`config.mk`:
```
export PLATFORM = sky130hd
export DESIGN_NAME = isau_cell
export DESIGN_NICKNAME = d
export VERILOG_FILES = /design/src/design/integer_sort_ascending_unit_macros.svh /design/src/design/isau_pkg.sv /design/src/design/isau_cell.sv
export SDC_FILE = /design/constraint.sdc
export NUM_CORES = 1
export LEC_CHECK = 0
export ABC_AREA = 1
export BUFFER_PORTS_ARGS = -buffer_cell sky130_fd_sc_hd__buf_2
export CORE_UTILIZATION = 42
export CTS_BUF_LIST = sky130_fd_sc_hd__clkbuf_4
export DETAILED_ROUTE_END_ITERATION = 8
export GPL_ROUTABILITY_DRIVEN = 0
export PLACE_DENSITY = 0.83
export SYNTH_ARGS = -nofsm -noshare
export SYNTH_HDL_FRONTEND = slang
export SYNTH_SLANG_ARGS = --single-unit
```
`constraint.sdc`:
```
create_clock -name clk_i -period 2.68 [get_ports clk_i]
set_clock_uncertainty 0.1 [all_clocks]
set_input_delay 0.536 -clock clk_i [delete_from_list [all_inputs] [get_ports clk_i]]
set_output_delay 0.536 -clock clk_i [all_outputs]
set_load 0.005 [all_outputs]
```
`src/design/integer_sort_ascending_unit_macros.svh`:
```
// ----------------------------------------------------------------------------
// Assertion macros for the integer sort unit
// Shared assertion wrappers; each expands to one labeled concurrent assertion.
// ----------------------------------------------------------------------------
`ifndef INTEGER_SORT_ASCENDING_UNIT_MACROS_SVH
`define INTEGER_SORT_ASCENDING_UNIT_MACROS_SVH

// Check a property on every rising edge outside reset
`define ISAU_ASSERT(lbl, clk, rstn, prop, msg) \
  lbl: assert property (@(posedge clk) disable iff (!rstn) (prop)) else $error(msg);

// Check that a condition never holds outside reset
`define ISAU_ASSERT_NEVER(lbl, clk, rstn, cond, msg) \
  lbl: assert property (@(posedge clk) disable iff (!rstn) !(cond)) else $error(msg);

`endif

```
`src/design/isau_pkg.sv`:
```
// ----------------------------------------------------------------------------
// Integer sort unit package
// Widths, defaults and the control word shared by the cell chain.
// ----------------------------------------------------------------------------
package isau_pkg;

  localparam int unsigned VALUE_W           = 32;
  localparam int unsigned DEFAULT_MAX_ITEMS = 64;

  // Per-cycle command broadcast to every cell
  typedef struct packed {
    logic insert;  // place the broadcast key into the sorted row
    logic shift;   // move every word one cell toward the output
  } cell_ctrl_t;

endpackage

```
`src/design/isau_cell.sv`:
```
// ----------------------------------------------------------------------------
// Insertion cell
// Holds one word of the sorted row. On insert it keeps its word, takes the
// word of its left neighbor, or takes the key; on shift it takes the word of
// its right neighbor.
// ----------------------------------------------------------------------------
module isau_cell (
  input  logic                                clk_i,
  input  isau_pkg::cell_ctrl_t                ctrl_i,
  input  logic                                empty_i,     // cell beyond fill level
  input  logic signed [isau_pkg::VALUE_W-1:0] key_i,
  input  logic signed [isau_pkg::VALUE_W-1:0] left_val_i,
  input  logic                                left_lt_i,   // key goes at or before left cell
  input  logic signed [isau_pkg::VALUE_W-1:0] right_val_i,
  output logic signed [isau_pkg::VALUE_W-1:0] val_o,
  output logic                                lt_o         // key goes at or before this cell
);
  import isau_pkg::*;

  logic signed [VALUE_W-1:0] val_q, val_d;

  // Key sorts ahead of this cell; an empty cell acts as plus infinity
  assign lt_o = empty_i | (key_i < val_q);

  // Select the next word
  always_comb begin
    val_d = val_q;
    if (ctrl_i.shift) begin
      val_d = right_val_i;
    end else if (ctrl_i.insert && lt_o) begin
      val_d = left_lt_i ? left_val_i : key_i;
    end
  end

  // Hold the word
  always_ff @(posedge clk_i) begin
    val_q <= val_d;
  end

  assign val_o = val_q;

endmodule

```
# [Word-level counts from Yosys, hierarchy flattened]
# Cells that the tools add are included.
[word_totals] regBits=32 in_bits=101
[op_classes] magnitude_cmp=1 muxes=3 bitwise_logic=1 reduce_logical=2
[ops] cell="$mux 32" count=3
[ops] cell="$lt 32x32->1" count=1
[ops] cell="$reduce_bool 2->1" count=1
[ops] cell="$logic_and 1x1->1" count=1
[ops] cell="$or 1x1->1" count=1

# [Longest topological paths before layout]
# Gate-level depths: netlist of the first run.
[logic_depth] depth_word=5 mapped_depth=16 mapped_depth_nobuf=16

# [Worst setup path before layout of the first run]
# OpenSTA, ideal clock, no wires.
[synth_timing] path_type="in2reg" startpoint="in key_i[31] (netlist name)" endpoint="reg val_q[0] (netlist: val_o[0]) (enable)" setup_time_ns=0.390 t_arrival_ns=2.237 path_slack_ns=-0.046 stages=10 n_path_buf=0 cell_sequence="ha_1 -> nand4_1 -> clkinv_1 -> nand2_1 -> o211ai_2 -> nor2_1 -> nand3_1 -> nand3_2 -> nand2_1 -> nand2_1"
[synth_via] elab_chain_len=4
[synth_lines] item="start: declaration" line_no="isau_cell.sv:11" rtl="input logic signed [isau_pkg::VALUE_W-1:0] key_i,"
[synth_lines] item="$lt 32x32->1" line_no="isau_cell.sv:23" rtl="assign lt_o = empty_i | (key_i < val_q);"
[synth_lines] item="$or 1x1->1" line_no="isau_cell.sv:23"
[synth_lines] item="net lt_o" line_no="isau_cell.sv:16" rtl="output logic lt_o"
[synth_lines] item="$logic_and 1x1->1" line_no="isau_cell.sv:30" rtl="end else if (ctrl_i.insert && lt_o) begin"
[synth_lines] item="$reduce_bool 2->1 (no source line)"
[synth_lines] item="end signal: assignment" line_no="isau_cell.sv:37" rtl="val_q <= val_d;"
[synth_lines] item="end: declaration" line_no="isau_cell.sv:20" rtl="logic signed [VALUE_W-1:0] val_q, val_d;"
# The timed path passes the listed nets, and every way through them passes these cells.
# A chain may end at the register's enable or synchronous reset.

# [Final worst setup path of the first run]
[layout_timing] startpoint="reg val_q[31] (netlist: val_o[31])" endpoint="out lt_o"
[layout_via] elab_chain_len=2
[layout_lines] item="$lt 32x32->1" line_no="isau_cell.sv:23"
[layout_lines] item="$or 1x1->1" line_no="isau_cell.sv:23"
[layout_lines] item="end: declaration" line_no="isau_cell.sv:16"
# No other way between the ends.

==> summary.txt, run 1 <==
cells after synthesis: 312
post-DP HPWL: 5221 um
worst path bufs/invs: 3
max reg flops: 32
placed cell areas: 0.003183 mm2
DRT antenna net count: 0
via count: 2609
final core utilization: 60.16%
Arrival @ worst endpoint: 1940 ps
warnings from Yosys: 0
die height: 78.16 um
Pre-antenna DRT Iters: 4
crit path time final: 2579 ps
Final nets: 575
Synth Cell Area: 0.002436 mm2
slowest CP cell: edfxtp_1
CP max FO: 5
Setup violations, final: 0
fin crit share: 96.22%
P_leak: 0.001753 uW
Slew HR: 56.68%
type of origin of the critical path: flip-flop
Routed WL: 6784 um
slowest stage delay, CP: 410 ps
layout cell share with drive strength beyond 1: 37.16%
DRT iter0 DRCs: 96
XOR/XNOR share of the synthesized area: 0%
Antenna diodes: 0
hold_buf cts: 0
Worst path top cell family by delay: simple AND/OR/NAND/NOR gates
WL/cell: 13.15 um
Top Metal Used: met4
Yosys cell types: 21
Seq/Total Area, Yosys: 39.45%
power density cells: 444.8 mW/mm2
post-synthesis adder-cell area fraction: 15.92%
maxcap violations: 0
CTS tree: yes
status: completed
initial antenna violation count: 0
CP most frequent cell: nand2_1
Area Overhead vs Synth: 36.83%
H-Tree Depth: 2
Routed met2 length: 3542 um
Core Area: 0.005540 mm2
first-pass GRT wire length: 11110 um
multiplexer area fraction after synthesis: 0%
largest net degree at the start of global routing: 34
root buffer cell: clkbuf_4
HP Class: in -> reg
routed vias/inst: 5.056
Ports: 134
Max Slew Vio Count: 0
DIE AREA: 0.006109 mm2
main combinational cell family by area after synthesis: compound AO/OA/AOI/OAI gates
met3 routed WL: 372 um
Starting Density: 43.97%
drt drc: 0
# port buffers: 133
Cell Chain, Critical Path: inv_1 > ha_1 > nand4_1 > clkinv_1 > nand2_1 > o211ai_2 > nor2_2 > nand2_1 > nand2_1 > nand3_2 > buf_2
CTS sink count: 32
Synth Area in Simple Gates: 17.41%
Fillers: 512
final hold viol count: 0
Critical Path RT: 2040 ps
peak supply drop: 0.0002568 V
Site Rows: 27
Worst-Skew Late Latency: 340 ps
Post-Synthesis Net Count: 444
Peak Freq: 387.8 MHz
Syn Area/Cell: 7.808 um2
Yosys reg bits: 32
Design Area, Final: 0.003333 mm2
Global Route Usage Sum: 23.10%
RSZ-0062 raised after global routing: yes
CTS clock-pin slew for the worst setup and hold paths: 120 ps
Tightest Pin Transition: 649.7 ps
total grt overflow: 0
Max Root-Sink Buffers: 2
CTS buffer count: 5
Die Width: 78.16 um
number of global-route vias before repair: 2573
worst setup path class: reg -> out
CP endpoint kind: output pin
Synth Area in Compound Gates: 18.23%
M1 WL: 2743 um
## path summary, 6_finish.rpt
| check | startpoint | endpoint | slack (ps) | cells past startpoint |
|---|---|---|---|---|
| setup / recovery | val_o[31] | lt_o | 100 | 11 |
| hold / removal | right_val_i[27] | val_o[27] | 410 | 3 |
| setup reg to reg | val_o[31] | val_o[19] | 430 | 13 |
| hold reg to reg | val_o[31] | val_o[8] | 1220 | 7 |
## synthesized netlist by cell type
master / n / area share [%]
clkinv_1: 1 / 0.15
o21a_1: 1 / 0.31
a21oi_1: 79 / 16
nor3_2: 1 / 0.41
buf_1: 3 / 0.46
o211ai_2: 1 / 0.51
buf_2: 1 / 0.21
clkbuf_1: 10 / 1.5
nand4_2: 1 / 0.51
o21ai_1: 2 / 0.41
nor3_1: 1 / 0.21
nand3_2: 1 / 0.41
nand2_1: 60 / 9.2
edfxtp_1: 32 / 39
nor2_1: 37 / 5.7
nand3_1: 2 / 0.41
ha_1: 31 / 16
nand4_1: 2 / 0.51
o21ai_0: 2 / 0.41
a21oi_2: 1 / 0.36
inv_1: 43 / 6.6
## report_power, final
group,internal (uW),total [uW],switching [uW]
clock network,195,372,177
registers,619,644,25.1
logic,212,467,255
## through the flow
step / TNS (ps) / hold WS [ps] / std cells / worst slack [ps] / power, uW
2_1_floorplan: 0 / 665.9 / 312 / 245.3 / 893.1
6_report: 0 / 410.8 / 516 / 101.4 / 1483
3_3_place_gp: 0 / 760.4 / 507 / 219.5 / 1076
3_5_place_dp: 0 / 761.4 / 507 / 150.8 / 1098
5_1_grt: -49.67 / 392.6 / 516 / -49.67 / 1591
4_1_cts: 0 / 393.8 / 515 / 47.58 / 1473
## timing repair
item	CTS	global route
hold endpoints to repair	0	0
resized for setup	0	15
endpoints found under the setup margin	0	1
buffers inserted	0	1
## cell usage in the layout (no fill, tap or decap), types with 3 or more instances in the layout
master and count:
buf_2 133, a21oi_1 77, nand2_1 58, inv_1 40
nor2_1 35, edfxtp_1 32, ha_1 28, clkbuf_4 5
o21ai_1 4, buf_4 4, inv_2 3, a21oi_2 3
ha_4 3
## logic make-up after synthesis
kind of cell / Yosys count
simple gates: 105
compound gates: 86
buf+inv: 58
flops: 32
fa+ha+maj: 31
## final cells by class
type                    instances  area (um2)  share of cell area, %
repair buffers                138       715.7                  21.47
well taps                      72       90.09                  2.703
flip-flops and latches         32       960.9                  28.83
inverters                      44       165.2                  4.955
multi-input cells             222        1321                  39.64
clock inverters                 3       42.54                  1.276
clock buffers                   5       37.54                  1.126
## worst reg2reg max path: cells and delay by family (launching register included)
family                   cells  cell delay, ps
AO/OA/AOI/OAI                1             140
buffers and inverters        3             370
AND/OR/NAND/NOR              8             630
flip-flops                   1             370
adder cells (fa/ha/maj)      1             340
## metal layers
metal,GRT usage [%],vias to the layer above
li1,-,1307
met1,26.12,1190
met2,42.81,102
met3,4.767,10
met4,7.778,0
met5,0,-
(Power assumes the default switching activity.)
==> run 2, diff against run 1 <==
--- a/config.mk
+++ b/config.mk
@@ -5,13 +5,12 @@
 export SDC_FILE = /design/constraint.sdc
 export NUM_CORES = 1
 export LEC_CHECK = 0
-export ABC_AREA = 1
 export BUFFER_PORTS_ARGS = -buffer_cell sky130_fd_sc_hd__buf_2
-export CORE_UTILIZATION = 42
+export CORE_UTILIZATION = 40
 export CTS_BUF_LIST = sky130_fd_sc_hd__clkbuf_4
 export DETAILED_ROUTE_END_ITERATION = 8
 export GPL_ROUTABILITY_DRIVEN = 0
-export PLACE_DENSITY = 0.83
+export PLACE_DENSITY = 0.8
 export SYNTH_ARGS = -nofsm -noshare
 export SYNTH_HDL_FRONTEND = slang
 export SYNTH_SLANG_ARGS = --single-unit
==> summary.txt, run 2 <==
number of global-route vias before repair: 2367 (-8.0%)
most frequent cells in the layout: 133 x buf_2, 41 x nand2_1, 35 x o21ai_0
DRT antenna net count: 0 (unchanged)
Clock Power Share: 18.0% (-7.1 points)
most common cell after layout, fill and taps aside: buf_2
DP Worst Slack: -177.1 ps (-327.9 ps)
DIE AREA: 0.006455 mm2 (+5.7%)
final hold viol count: 0 (unchanged)
first-pass GRT wire length: 10050 um (-9.5%)
total grt overflow: 0 (unchanged)
drt drc: 0 (unchanged)
max reg flops: 32 (unchanged)
sw frac: 31.57% (+0.73 points)
H-Tree Depth: 2 (unchanged)
CTS buffer count: 5 (unchanged)
Critical Path RT: 2040 ps (about the same)
Worst-Skew Late Latency: 330 ps (about the same)
Antenna diodes: 0 (unchanged)
routed vias/inst: 5.040 (-0.33%)
largest net degree at the start of global routing: 39 (+15%)
RSZ-0062 raised after global routing: yes
Post-synth EDFFs: 32 (unchanged)
status: finished, violations left
post-DP HPWL: 5344 um (+2.3%)
Area Overhead vs Synth: 46.08%
Slew HR: 68.49% (+12 points)
final setup margin: -198.3 ps (-299.6 ps)
Pre-antenna DRT Iters: 4 (unchanged)
Max Slew Vio Count: 0 (unchanged)
CP endpoint kind: output pin
die height: 80.34 um (+2.8%)
Core Area: 0.005921 mm2 (+6.9%)
Peak Freq: 347.4 MHz (-10%)
combinational share of power: 39.0% (+7.5 points)
Global Route Usage Sum: 20.62% (-2.5 points)
Max Root-Sink Buffers: 2 (unchanged)
Fillers: 517 (+0.98%)
violated checks: setup timing
Synth Cell Area: 0.002455 mm2 (+0.77%)
type of origin of the critical path: flip-flop
maxcap violations: 0 (unchanged)
Final nets: 534 (-7.1%)
Site Rows: 28 (+3.7%)
placed cell areas: 0.003476 mm2 (+9.2%)
Starting Density: 41.46% (-2.5 points)
CTS sink count: 32 (unchanged)
layout cell share with drive strength beyond 1: 45.91% (+8.7 points)
Syn Area/Cell: 9.552 um2 (+22%)
DRT iter0 DRCs: 79 (-18%)
worst setup path class: reg -> out
Arrival @ worst endpoint: 2240 ps (+300 ps)
# port buffers: 133 (unchanged)
WL/cell: 13.77 um (+4.8%)
CTS tree: yes
top area cells in the synthesized netlist: edfxtp_1 39%, ha_1 16%, mux2i_1 13%, o21ai_0 7.3%, nand2_1 6.4%
initial antenna violation count: 0 (unchanged)
Post-Synthesis Net Count: 389 (-12%)
crit path time final: 2878 ps (+299.6 ps)
peak supply drop: 0.0002371 V (-7.7%)
fin crit share: 107.4% (+11 points)
Setup violations, final: 1 (+1)
hold_buf cts: 0 (unchanged)
cells after synthesis: 257 (-18%)
root buffer cell: clkbuf_4
top-count cell post-synth: nand2_1
Internal Pwr Total: 1062 uW (+3.6%)
Net Switching: 490.0 uW (+7.1%)
Ports: 134 (unchanged)
P_leak: 0.001811 uW (+3.3%)
Seq/Total Area, Yosys: 39.14% (-0.30 points)
via count: 2409 (-7.7%)
CTS clock-pin slew for the worst setup and hold paths: 100 ps (-20 ps)
Final TNS setup: -198.3 ps (-198.3 ps)
HP Class: in -> reg
Post-synth ARST share: 0% (unchanged)
Tightest Pin Transition: 472.7 ps (-177.1 ps)
Yosys cell types: 29 (+38%)
Yosys reg bits: 32 (unchanged)
warnings from Yosys: 0 (unchanged)
Post-synth top cells: 42 x nand2_1, 36 x o21ai_0, 33 x mux2i_1, 32 x edfxtp_1, 32 x inv_1
area fraction of the dominant cell type after synthesis: 39.14% (-0.30 points)
area leader, netlist: edfxtp_1
overall power: 1552 uW (+4.7%)
Die Width: 80.34 um (+2.8%)
worst hold slack: 373.2 ps (-37.56 ps)
Synth Flop Type: edfxtp_1
Design Area, Final: 0.003586 mm2 (+7.6%)
power density cells: 432.8 mW/mm2 (-2.7%)
Routed WL: 6583 um (-3.0%)
CP max FO: 2 (-3)
register share of total power: 43.0% (-0.4 points)
run 2: cell types whose count changed after synthesis, moves of 3 or more:
cell,change
o21ai_0,+34
mux2i_1,+33
buf_1,-3
nand2_1,-18
a21oi_1,-67
inv_1,-11
nor2_1,-32
run 2: area by class of cell:
type	count	area [um2]	share of cell area (%)
Inverter	32	120.1	3.350
Multi-Input combinational cell	182	1531	42.71
Tap cell	75	93.84	2.617
Sequential cell	32	960.9	26.80
Clock inverter	1	3.754	0.1047
Clock buffer	7	52.55	1.465
Timing Repair Buffer	149	823.3	22.96
run 2: kinds of logic after synthesis:
| group | Yosys count | synth area share, % |
|---|---|---|
| muxes | 33 | 13.46 |
| adders and majority gates | 31 | 15.80 |
| DFF | 32 | 39.14 |
| buffers and inverters | 43 | 6.728 |
| AOI/OAI and AO/OA | 58 | 13.35 |
| and+or+nand+nor | 60 | 11.52 |
run 2: per-layer routing:
metal,vias up,global-route usage [%],wire (um)
met4,0,7.500,88
met2,88,38.64,3421
met3,10,5.682,408
met1,1096,21.69,2664
li1,1215,-,-
met5,-,0,0
run 2: timing repair:
| action | CTS | global route |
|---|---|---|
| setup endpoints to repair | 1 | 33 |
| hold endpoints to repair | 0 | 0 |
| cloned | 0 | 0 |
| pin swaps | 5 | 3 |
| setup buffers | 1 | 1 |
| gates resized for setup | 4 | 6 |
run 2: final timing paths:
| check | from | end | slack [ps] | cells after the start |
|---|---|---|---|---|
| setup / recovery | val_o[2] | lt_o | -200 | 9 |
| hold reg to reg | val_o[31] | val_o[9] | 1250 | 6 |
| hold / removal | right_val_i[21] | val_o[21] | 370 | 3 |
| setup reg to reg | val_o[27] | val_o[17] | 160 | 11 |
run 2: power groups by stage:
stage	registers, uW	logic (uW)	clock network, uW
floorplan	685	298	0
global placement	675	556	0
detailed placement	679	581	0
CTS	668	591	295
global route	676	681	324
finish	667	605	280
run 2: per-stage QoR:
stage | utilization (%) | instances
3_5_place_dp | 58.71 | 468
2_1_floorplan | - | 257
4_1_cts | 60.10 | 477
6_report | 60.57 | 478
5_1_grt | 60.57 | 478
3_3_place_gp | 58.71 | 468
run 2: critical path, stage by stage, from the launching register on:
cell	delay, ps
edfxtp_1	430
inv_2	90
ha_4	190
a211o_1	250
a31oi_1	150
o311a_1	190
o41ai_2	70
a31oi_1	170
mux2i_1	230
buf_2	150
